==> src/sv/dpb_pkg.sv <==
// Shared types and constants for the depth pixel back-projection block.
package dpb_pkg;

  localparam int unsigned ColW          = 12;
  localparam int unsigned PhaseW        = 6;
  localparam int unsigned DepthW        = 16;
  localparam int unsigned SizeW         = 13;
  localparam int unsigned CentreW       = 16;
  localparam int unsigned FocW          = 24;
  localparam int unsigned CfgIdxW       = 4;
  localparam int unsigned CfgDataW      = 24;
  localparam int unsigned StrideDefault = 10;

  // Queue between front and back end
  localparam int unsigned QDepth = 4;
  localparam int unsigned QAddrW = 2;
  localparam int unsigned QCntW  = 3;

  typedef enum logic [CfgIdxW-1:0] {
    CfgImageWidth  = 4'd0,
    CfgImageHeight = 4'd1,
    CfgCenterX     = 4'd2,
    CfgCenterY     = 4'd3,
    CfgInvFocalX   = 4'd4,
    CfgInvFocalY   = 4'd5,
    CfgNearLimit   = 4'd6,
    CfgFarLimit    = 4'd7
  } cfg_idx_e;

  typedef struct packed {
    logic [SizeW-1:0]   image_width;
    logic [SizeW-1:0]   image_height;
    logic [CentreW-1:0] center_x;
    logic [CentreW-1:0] center_y;
    logic [FocW-1:0]    inv_focal_x;
    logic [FocW-1:0]    inv_focal_y;
    logic [DepthW-1:0]  near_limit;
    logic [DepthW-1:0]  far_limit;
  } cfg_t;

  // Kept pixel handed from front to back end
  typedef struct packed {
    logic [ColW-1:0]   col;
    logic [ColW-1:0]   row;
    logic [DepthW-1:0] z;
  } pix_t;

  typedef struct packed {
    logic [DepthW-1:0] z;
    logic [DepthW-1:0] y;
    logic [DepthW-1:0] x;
  } point_t;

  // Queue status seen by the front and back end
  typedef struct packed {
    logic full;
    logic empty;
  } q_stat_t;

endpackage

==> src/sv/dpb_queue.sv <==
// Short FIFO of kept pixels between the front and back end.
module dpb_queue (
  input  logic              clk_i,
  input  logic              rst_ni,
  input  logic              push_i,
  input  dpb_pkg::pix_t     push_data_i,
  input  logic              pop_i,
  output dpb_pkg::pix_t     pop_data_o,
  output dpb_pkg::q_stat_t  stat_o
);

  dpb_pkg::pix_t               mem_q [dpb_pkg::QDepth];
  logic [dpb_pkg::QAddrW-1:0]  wr_q, wr_d, rd_q, rd_d;
  logic [dpb_pkg::QCntW-1:0]   cnt_q, cnt_d;
  logic                        do_push, do_pop;

  assign stat_o.full  = (cnt_q == dpb_pkg::QCntW'(dpb_pkg::QDepth));
  assign stat_o.empty = (cnt_q == '0);
  assign do_push      = push_i && !stat_o.full;
  assign do_pop       = pop_i && !stat_o.empty;
  assign pop_data_o   = mem_q[rd_q];

  always_comb begin
    wr_d  = do_push ? wr_q + 1'b1 : wr_q;
    rd_d  = do_pop ? rd_q + 1'b1 : rd_q;
    cnt_d = cnt_q;
    if (do_push && !do_pop) begin
      cnt_d = cnt_q + 1'b1;
    end else if (do_pop && !do_push) begin
      cnt_d = cnt_q - 1'b1;
    end
  end

  always_ff @(posedge clk_i or negedge rst_ni) begin
    if (!rst_ni) begin
      wr_q  <= '0;
      rd_q  <= '0;
      cnt_q <= '0;
    end else begin
      wr_q  <= wr_d;
      rd_q  <= rd_d;
      cnt_q <= cnt_d;
    end
  end

  always_ff @(posedge clk_i) begin
    if (do_push) begin
      mem_q[wr_q] <= push_data_i;
    end
  end

endmodule

==> config.mk <==
export PLATFORM = sky130hd
export DESIGN_NAME = dpb_queue
export DESIGN_NICKNAME = d
export VERILOG_FILES = /design/src/sv/dpb_pkg.sv /design/src/sv/dpb_queue.sv
export SDC_FILE = /design/constraint.sdc
export NUM_CORES = 1
export LEC_CHECK = 0
export ABC_AREA = 1
export BUFFER_PORTS_ARGS = -buffer_cell sky130_fd_sc_hd__buf_2
export CORE_ASPECT_RATIO = 1.1
export CORE_MARGIN = 4
export CORE_UTILIZATION = 52
export DETAILED_ROUTE_END_ITERATION = 16
export GPL_TIMING_DRIVEN = 0
export HOLD_SLACK_MARGIN = 0.12
export PLACE_DENSITY = 0.82
export REMOVE_ABC_BUFFERS = 1
export SYNTH_ARGS = -nofsm -noshare
export SYNTH_HDL_FRONTEND = slang
export SYNTH_SLANG_ARGS = --single-unit
==> constraint.sdc <==
create_clock -name clk_i -period 3.1 [get_ports clk_i]
set_input_delay 0.465 -clock clk_i [delete_from_list [all_inputs] [get_ports clk_i]]
set_output_delay 0.465 -clock clk_i [all_outputs]
set_load 0.01 [all_outputs]
==> metrics list <==
* Vertical die dimension: 127.8 um
* Post-route minimum period: 2.681 ns
- Entering global routing, the biggest net connects 84 pins.
- Cell type with the highest occurrence count on the critical path: nand2_1
- Setup repair after global routing left no endpoint under its margin.
- The worst setup path is launched from a register.
* Area growth, synth to finish: 17.90%
* Die outline area: 0.01495 sq mm
- The hold violation total from the final report is 0.
* Fraction of synthesized cell area taken by the top area cell type: 70.78%
- After detailed routing, the number of remaining DRC violations is 0.
- Crit path arrival time: 2.22 ns
- Post-CTS clock slew at the launch and capture registers of the worst setup and hold paths: roughly 0.060 ns
* Cell type contributing the most total cell area after synthesis: edfxtp_1
- Slew of the pin with the lowest slew margin: 0.8636 ns
- Along the worst path, the maximum fanout reaches 83.
- For this design the ratio of total power to cell area is 967.8 mW/mm^2.
- Min-delay worst type: in2reg
- Cell count of the worst reg-to-reg path: 5
* Maximum number of buffers from clock root to sink: 2
* Placeable core area: roughly 0.013 sq mm
- For this block, the initial DRC count from the detailed router was 172.
* Clk Latency, worst-skew pair: 0.42 ns
- Most common library cell in the layout ignoring fill and taps: edfxtp_1
- Max Clock Skew: 0.01205 ns
* Synthesized cell area: 0.006788 sq mm
* Peak per-stage delay on the critical path: 0.56 ns
- Setup Buffers After CTS: 0
* Area contributors post-synth: edfxtp_1 71%, o211ai_1 8.8%, nand2_1 7.6%
- STA classifies the critical path endpoint as an output pin.
* Iteration count of the initial detailed-routing pass: 4
- Counting distinct cell types in the post-synthesis netlist gives 16.
* CTS buffer count: 17
- The run finished with clean final reports.
- The tree built by TritonCTS fans out to 167 sinks.
- GRT overflow: 0
* # setup viols final: 0
- Largest voltage drop on the vdd net: 662.3 uV
* H-Tree Depth: 4
- After layout, the design draws a total of 7.745 mW.
* Fin worst setup slack: 0.4190 ns
- The worst register-to-register path begins at cnt_q[0].
- The Yosys step of the flow raised 0 warnings.
* Worst reg2reg setup slack: 0.90 ns
* Avg Cell Area, Syn: 12.86 sq um
* CP Data Required Time: 2.63 ns
- Number of nets in the finished design: 663
- Of the cells placed in the final design, the portion with a size suffix greater than 1 is 19.84%.
* Kind of cell adding the most delay to the critical path: buffers and inverters
- After legalization and detailed placement, the total HPWL measured just over 7 mm.
- Max-slew violation count: 0
* CTS tree: done
- The count of buffers added on input and output ports is 85.
* Cell area after layout: 0.008003 sq mm
- Dividing the detail-routed via count by the number of cells gives between 5 and 6.
- Counting buffers and inverters, the worst setup path is 6 cells deep.
* Global-route wire length before repair: slightly below 20 mm
* Cells after synthesis: 528
- Capturing point of the worst reg2reg path: mem_q[3][17]
* Max Fclk: 373.0 MHz
* CP cell instances: inv_4 -> buf_16 -> nand2_1 -> o211ai_1 -> nand2_1 -> buf_2
- Max-cap violations in this run came to 0.
* Post-DRT Antenna Nets: 0
- For this run, the total global-route usage over all layers was measured as ~17%.
- Die outline width: between 100 and 150 um
* Slew margin rel.: 42.34%
* Launch point of the worst path: rd_q[0]
- Diodes inserted: 0
- After detailed placement, the total cell area comes to 0.007398 sq mm.
- Starting density of the core: 53.46%
* Cell with the biggest individual delay on the critical path: inv_4
- The critical path in this run is classified as reg2out.
- The initial antenna violation count was 1.
- The synthesized design contains around 170 register bits.
- OpenSTA, run right after detailed placement, puts the worst setup slack at 0.8422 ns.
- Routability-driven placement finished with a final weighted congestion of 0.6998.
- Wires add up to 12.16 mm.
- Number of global-route vias before repair: 4,060
* Final clock period utilization by the worst path: 86.48%
- Bufs and invs on worst path: 3
- Highest-count cells in the layout ignoring fill and taps: 160 x edfxtp_1, 138 x nand2_1, 93 x inv_1
- Leakage power: approximately 3.3 nW
- The floorplan has 43 rows.
- Worst setup path endpoint: pop_data_o[1]
- Of the synthesized area, sequential elements account for 73.36%.
- Cell chosen for the clock root: clkbuf_16
* Top Ports: 86
- Dividing the detail-routed wire length by the instance count gives about 16 um.
* Post-Route Utilization: 63.03%
- For this block, the via count after detailed routing is 4,038.
-- cell type report --
cell class,count,area [sq um]
clock inverter,10,153.9
fill,908,4695
clock buffer,21,440.4
tap,157,196.4
inverter,97,366.6
sequential,167,4981
timing repair buffer,92,563.0
multi-input combinational,238,1301
-- stage by stage --
stage / hold WS [ns] / TNS [ns] / cells
3_3_place_gp: 0.3003 / -216.20 / 744
6_report: 0.2526 / 0 / 782
5_1_grt: 0.2338 / 0 / 782
3_5_place_dp: 0.3083 / 0 / 750
4_1_cts: 0.2290 / 0 / 782
2_1_floorplan: 0.1694 / 0 / 502
-- what timing repair did --
item	in CTS	in global routing
hold buffers	1	0
resized for setup	0	0
hold endpoints to repair	7	0
-- cell usage after synthesis, drive strengths merged --
library cell	number
nand4	1
buf	15
fa	1
edfxtp	160
ha	5
o211ai	80
inv	97
clkbuf	11
xnor2	1
nand2	138
o21ai	1
nand3	7
dfrtp	7
nor2	4
-- state kept, by name, summed over array words and instances, names as in the netlist --
name,count
mem_q,160
wr_q,2
cnt_q,3
rd_q,2
-- power by group --
| part | internal (mW) | switching (mW) | total, mW |
|---|---|---|---|
| sequential | 2.97 | 0.136 | 3.11 |
| combinational | 0.873 | 1.65 | 2.52 |
| clock | 1.33 | 0.778 | 2.11 |
-- worst reg2reg max path, cell delays in order (launching register included) --
cell and delay [ns]:
dfrtp_1 0.43, inv_2 0.06, nand3_1 0.15, nand2_1 0.32
nor2_4 0.66, buf_12 0.28
-- cells by family (layout without fill, tap and decap cells) --
group	count (synthesis)	in the layout	share of synthesized area (%)
buffers and inverters	123	220	7.908
AOI/OAI and AO/OA	81	81	8.922
adders and majority gates	6	6	1.217
xor gates and xnor gates	1	1	0.1291
and+or+nand+nor	150	150	8.461
DFF	167	167	73.36
-- layer usage --
layer	vias up	part of all wire (%)	global-route usage, %
met1	1932	41	19.44
met5	-	0.099	0
met2	101	52	29.66
met3	18	5.8	6.185
li1	1985	-	-
met4	2	1.6	7.625
-- worst min path at each step --
stage	slack, ns	end	from	cells after the start
detailed placement	0.31	wr_q[0]	rst_ni	1
floorplan	0.17	cnt_q[0]	rst_ni	0
CTS	0.23	mem_q[2][27]	push_data_i[27]	1
global placement	0.30	wr_q[1]	rst_ni	1
finish	0.25	mem_q[2][27]	push_data_i[27]	1
global route	0.23	mem_q[2][12]	push_data_i[12]	1
Power figures use the tool's default switching activity.
