==> config.mk <==
export PLATFORM = sky130hd
export DESIGN_NAME = dpb_front
export DESIGN_NICKNAME = d
export VERILOG_FILES = /design/src/sv/dpb_pkg.sv /design/src/sv/dpb_front.sv
export SDC_FILE = /design/constraint.sdc
export NUM_CORES = 1
export LEC_CHECK = 0
export BUFFER_PORTS_ARGS = -buffer_cell sky130_fd_sc_hd__buf_2
export CORE_MARGIN = 1
export CORE_UTILIZATION = 46
export CTS_CLUSTER_DIAMETER = 60
export DETAILED_ROUTE_END_ITERATION = 6
export GPL_ROUTABILITY_DRIVEN = 0
export GPL_TIMING_DRIVEN = 0
export PLACE_DENSITY = 0.82
export REMOVE_ABC_BUFFERS = 1
export SYNTH_ARGS = -nofsm -noshare
export SYNTH_HDL_FRONTEND = slang
export SYNTH_SLANG_ARGS = --single-unit
export TNS_END_PERCENT = 50
==> constraint.sdc <==
create_clock -name clk_i -period 3.85 [get_ports clk_i]
set_input_delay 0 -clock clk_i [delete_from_list [all_inputs] [get_ports clk_i]]
set_output_delay 0 -clock clk_i [all_outputs]
set_load 0.005 [all_outputs]
==> src/sv/dpb_pkg.sv <==
// Shared types and constants for the depth pixel back-projection block.
package dpb_pkg;

  localparam int unsigned ColW          = 12;
  localparam int unsigned PhaseW        = 6;
  localparam int unsigned DepthW        = 16;
  localparam int unsigned SizeW         = 13;
  localparam int unsigned CentreW       = 16;
  localparam int unsigned FocW          = 24;
  localparam int unsigned CfgIdxW       = 4;
  localparam int unsigned CfgDataW      = 24;
  localparam int unsigned StrideDefault = 10;

  // Queue between front and back end
  localparam int unsigned QDepth = 4;
  localparam int unsigned QAddrW = 2;
  localparam int unsigned QCntW  = 3;

  typedef enum logic [CfgIdxW-1:0] {
    CfgImageWidth  = 4'd0,
    CfgImageHeight = 4'd1,
    CfgCenterX     = 4'd2,
    CfgCenterY     = 4'd3,
    CfgInvFocalX   = 4'd4,
    CfgInvFocalY   = 4'd5,
    CfgNearLimit   = 4'd6,
    CfgFarLimit    = 4'd7
  } cfg_idx_e;

  typedef struct packed {
    logic [SizeW-1:0]   image_width;
    logic [SizeW-1:0]   image_height;
    logic [CentreW-1:0] center_x;
    logic [CentreW-1:0] center_y;
    logic [FocW-1:0]    inv_focal_x;
    logic [FocW-1:0]    inv_focal_y;
    logic [DepthW-1:0]  near_limit;
    logic [DepthW-1:0]  far_limit;
  } cfg_t;

  // Kept pixel handed from front to back end
  typedef struct packed {
    logic [ColW-1:0]   col;
    logic [ColW-1:0]   row;
    logic [DepthW-1:0] z;
  } pix_t;

  typedef struct packed {
    logic [DepthW-1:0] z;
    logic [DepthW-1:0] y;
    logic [DepthW-1:0] x;
  } point_t;

  // Queue status seen by the front and back end
  typedef struct packed {
    logic full;
    logic empty;
  } q_stat_t;

endpackage

==> src/sv/dpb_front.sv <==
// Front end: raster counters, stride phases and depth range classification.
module dpb_front #(
  parameter int unsigned STRIDE = dpb_pkg::StrideDefault
) (
  input  logic                        clk_i,
  input  logic                        rst_ni,
  input  dpb_pkg::cfg_t               cfg_i,
  input  logic                        in_valid_i,
  output logic                        in_ready_o,
  input  logic [dpb_pkg::DepthW-1:0]  depth_i,
  input  logic                        frame_start_i,
  input  dpb_pkg::q_stat_t            q_stat_i,
  output logic                        push_o,
  output dpb_pkg::pix_t               push_data_o
);

  localparam logic [dpb_pkg::PhaseW-1:0] StrideP = dpb_pkg::PhaseW'(STRIDE);

  logic [dpb_pkg::ColW-1:0]   col_q, col_d, row_q, row_d, col_e, row_e;
  logic [dpb_pkg::PhaseW-1:0] cph_q, cph_d, rph_q, rph_d, cph_e, rph_e;
  logic [dpb_pkg::ColW:0]     ncol, nrow;
  logic                       accept, kept, col_wrap, row_wrap;

  function automatic logic [dpb_pkg::PhaseW-1:0] phase_next(
    input logic [dpb_pkg::PhaseW-1:0] p
  );
    logic [dpb_pkg::PhaseW-1:0] n;
    n = p + 1'b1;
    return (n >= StrideP) ? '0 : n;
  endfunction

  assign in_ready_o = !q_stat_i.full;
  assign accept     = in_valid_i && !q_stat_i.full;

  always_comb begin
    col_e = frame_start_i ? '0 : col_q;
    row_e = frame_start_i ? '0 : row_q;
    cph_e = frame_start_i ? '0 : cph_q;
    rph_e = frame_start_i ? '0 : rph_q;

    kept = (cph_e == '0) && (rph_e == '0) &&
           (depth_i >= cfg_i.near_limit) && (depth_i <= cfg_i.far_limit);

    ncol     = {1'b0, col_e} + 1'b1;
    nrow     = {1'b0, row_e} + 1'b1;
    col_wrap = (ncol >= cfg_i.image_width) || ncol[dpb_pkg::ColW];
    row_wrap = (nrow >= cfg_i.image_height) || nrow[dpb_pkg::ColW];

    col_d = col_q;
    row_d = row_q;
    cph_d = cph_q;
    rph_d = rph_q;
    if (accept) begin
      row_d = row_e;
      rph_d = rph_e;
      if (col_wrap) begin
        col_d = '0;
        cph_d = '0;
        if (row_wrap) begin
          row_d = '0;
          rph_d = '0;
        end else begin
          row_d = nrow[dpb_pkg::ColW-1:0];
          rph_d = phase_next(rph_e);
        end
      end else begin
        col_d = ncol[dpb_pkg::ColW-1:0];
        cph_d = phase_next(cph_e);
      end
    end
  end

  always_ff @(posedge clk_i or negedge rst_ni) begin
    if (!rst_ni) begin
      col_q <= '0;
      row_q <= '0;
      cph_q <= '0;
      rph_q <= '0;
    end else begin
      col_q <= col_d;
      row_q <= row_d;
      cph_q <= cph_d;
      rph_q <= rph_d;
    end
  end

  assign push_o            = accept && kept;
  assign push_data_o.col   = col_e;
  assign push_data_o.row   = row_e;
  assign push_data_o.z     = depth_i;

endmodule

==> flow_metrics.py <==
metrics = {
    "outcome": {
        "outcome": "completed",
    },
    "placed_design": {
        "io_buffers": 120,
        "dp.cells": 645,
        "dp_hpwl_um": 6930,
        "placed_area_um2": 4370,
    },
    "floorplanning": {
        "num_rows": 32,
        "initial_core_util": 0.483,
        "die_h_um": 93.0,
        "die_x_um": 93.0,
        "coreArea_um2": 7890,
        "die-area_um2": 8650,
        "io_pins": 202,
    },
    "logic_synthesis": {
        "synth-edff-count": 0,
        "yosys_warnings": 0,
        "synthesis.area_um2": 3810,
        "synth_cell_types": 49,
        "yosys_most_used_dff": "dfrtp_1",
        "async_flop_share": 1.00,
        "yosysTopAreaCell": "dfrtp_1",
        "postSynthCellCount": 448,
        "ys_top_cells_by_count": "ha_1 (66), inv_1 (64), dfrtp_1 (36)",
        "syn_avg_cell_area_um2": 8.51,
        "yosysTopAreaCellShare": 0.236,
        "synth_seq_cells": 36,
        "synth_area_leaders": "dfrtp_1 (24%), ha_1 (22%), inv_1 (6.3%)",
        "synth.most_common_cell": "ha_1",
        "yosysSeqAreaShare": 0.236,
    },
    "hold_path": {
        "holdPathEnd": "cph_q[4]",
        "holdPathStages": 3,
        "hp-class": "in2reg",
        "worstHoldStart": "q_stat_i[1]",
    },
    "route": {
        "ant_nets": 0,
        "drt_iter0_drc": 146,
        "drt-total-wl_um": 8910,
        "drt_pass1_iterations": 4,
        "vias": 3612,
        "via_per_inst": 5.50,
        "drc": 0,
        "wl_per_cell_um": 13.6,
    },
    "timing": {
        "rsz0062_at_grt": "false",
        "min_period_ns": 3.60,
        "fin_crit_sh": 0.936,
        "clock.fmax_ghz": 0.278,
        "maxSlewHeadroom": 0.427,
        "setup_viol": 0,
        "worst_pin_slew_ns": 0.860,
        "final-max-slew-violation-count": 0,
        "hold_violations": 0,
        "fin_worst_skew_ns": 0.0111,
    },
    "setup_path": {
        "required_ns": 4.08,
        "worstSetupPathType": "reg2reg",
        "reg2reg_depth": 13,
        "crit_arrival_ns": 3.84,
        "crit_slowest_cell": "nor3_2",
        "cp_max_fo": 11,
        "crit_top_cell": "ha_1",
        "crit_buf_inv": 1,
        "critPathTopFamily": "simple AND/OR/NAND/NOR gates",
        "rr_endpoint": "col_q[2]",
        "crit_chain": "nand2b_1 > inv_1 > ha_1 > nand4_1 > nor2_1 > nand3_1 > xnor2_1 > ha_1 > and4_1 > a21oi_1 > o21ai_0 > nor3_2 > a22o_1",
        "r2r_start": "col_q[0]",
        "r2r_slack_ns": 0.25,
        "max_stage_delay_ns": 0.68,
        "start_kind": "flop",
        "end_kind": "flop",
    },
    "layout": {
        "stdcell_count": 657,
        "n_antenna_cell": 0,
        "area_delta_synth_final_pct": 19.2,
        "fin_area_um2": 4540,
        "fin_nets": 780,
        "final_layout_size_suffix_gt1_frac": 0.252,
    },
    "clock_network": {
        "cts.sinks": 36,
        "numCtsBuffers": 5,
        "cts-root-buf": "clkbuf_8",
        "cts_tree": "built",
        "max-clock-path-buffers": 2,
        "htree_levels": 2,
        "cts.clk_slew.worst_paths_ns": 0.08,
        "clkLatencyLatePin_ns": 0.30,
    },
    "power": {
        "power_mw": 1.00,
        "ir_drop_mv": 0.219,
        "power.density_nw_per_um2": 221,
        "leakage_nw": 2.54,
    },
    "flow_run": {
        "cap_violations": 0,
    },
    "global_routing": {
        "grt.overflow.total": 0,
        "grt_pass1_vias": 3538,
        "antenna_found_initial": 0,
        "grt_max_degree": 46,
        "grt_pass1_wl_um": 14900,
        "grt.total_usage": 0.208,
    },
}
[worst max-delay path by stage]
stage                        from         to  slack [ns]  depth (start not counted)
finish                   col_q[0]   col_q[2]        0.25                         13
global route             col_q[0]   col_q[2]       0.008                         13
CTS                      row_q[0]   rph_q[3]        0.15                         13
detailed placement  frame_start_i   col_q[2]       -0.30                         14
global placement    frame_start_i   col_q[5]       -0.21                         14
floorplan                col_q[0]  col_q[10]        0.72                         13
[power by group]
group | switching [mW] | internal, mW | total [mW]
logic | 0.138 | 0.115 | 0.253
clock network | 0.148 | 0.192 | 0.339
registers | 0.0177 | 0.392 | 0.410
[layout by cell type (no fill, tap or decap), types with 5 or more instances in the layout]
master    instances
dfrtp_1          36
nand4_1          10
buf_2           120
a211oi_1          7
nand2_1          21
nor2_1           19
xor2_1           15
inv_1            64
clkbuf_8          5
nor2b_1          28
xnor2_1          11
nor3_1            6
a32o_1            5
a22o_1           21
nand2b_1          8
o21ai_0          21
nand3_1          16
a21oi_1          19
ha_1             66
[worst min-delay path: stages]
cell     delay [ns]
buf_2          0.09
nor2b_1        0.17
nor2b_1        0.15
[stage by stage]
stage                     utilization  TNS [ns]  hold slack (ns)  setup slack (ns)
after floorplan                     -         0           -0.296             0.718
after global placement          0.554     -2.24            0.138            -0.212
after detailed placement        0.554     -3.05            0.146            -0.297
after CTS                       0.570         0            0.140             0.153
after global routing            0.576         0            0.175           0.00842
final                           0.576         0            0.145             0.247
[what timing repair did]
action | CTS | global route
hold buffers | 1 | 0
endpoints found under the setup margin | 11 | 18
hold endpoints to repair | 36 | 0
buffers inserted | 0 | 3
gates resized for setup | 1 | 1
pin swaps | 0 | 1
cloned | 0 | 0
[logic make-up (layout without fill, tap and decap cells)]
kind of cell,count (synthesis),after routing,synth area share
simple gates,131,131,0.189
compound gates,100,100,0.191
buf+inv,89,196,0.107
fa+ha+maj,66,66,0.217
flops,36,36,0.236
xor+xnor,26,26,0.0598
[per-layer routing]
metal  up-vias  track usage  part of all wire
li1       1783            -                 -
met1      1683        0.249              0.44
met2       134        0.382              0.49
met3        12       0.0301             0.057
met4         0       0.0654             0.011
met5         -            0                 0
[sequential cells by signal, indices dropped and copies added, names as in the netlist]
register  flops
col_q        12
row_q        12
cph_q         6
rph_q         6
[final cells by class]
type                            instances  area, um2
Fill cell                             719       3350
Inverter                               64        240
Tap cell                              102        128
Sequential cell                        36        901
Timing Repair Buffer                  124        646
Multi-Input combinational cell        323       2520
Clock buffer                            5       68.8
Clock inverter                          3       42.5
Power figures use the tool's default switching activity.
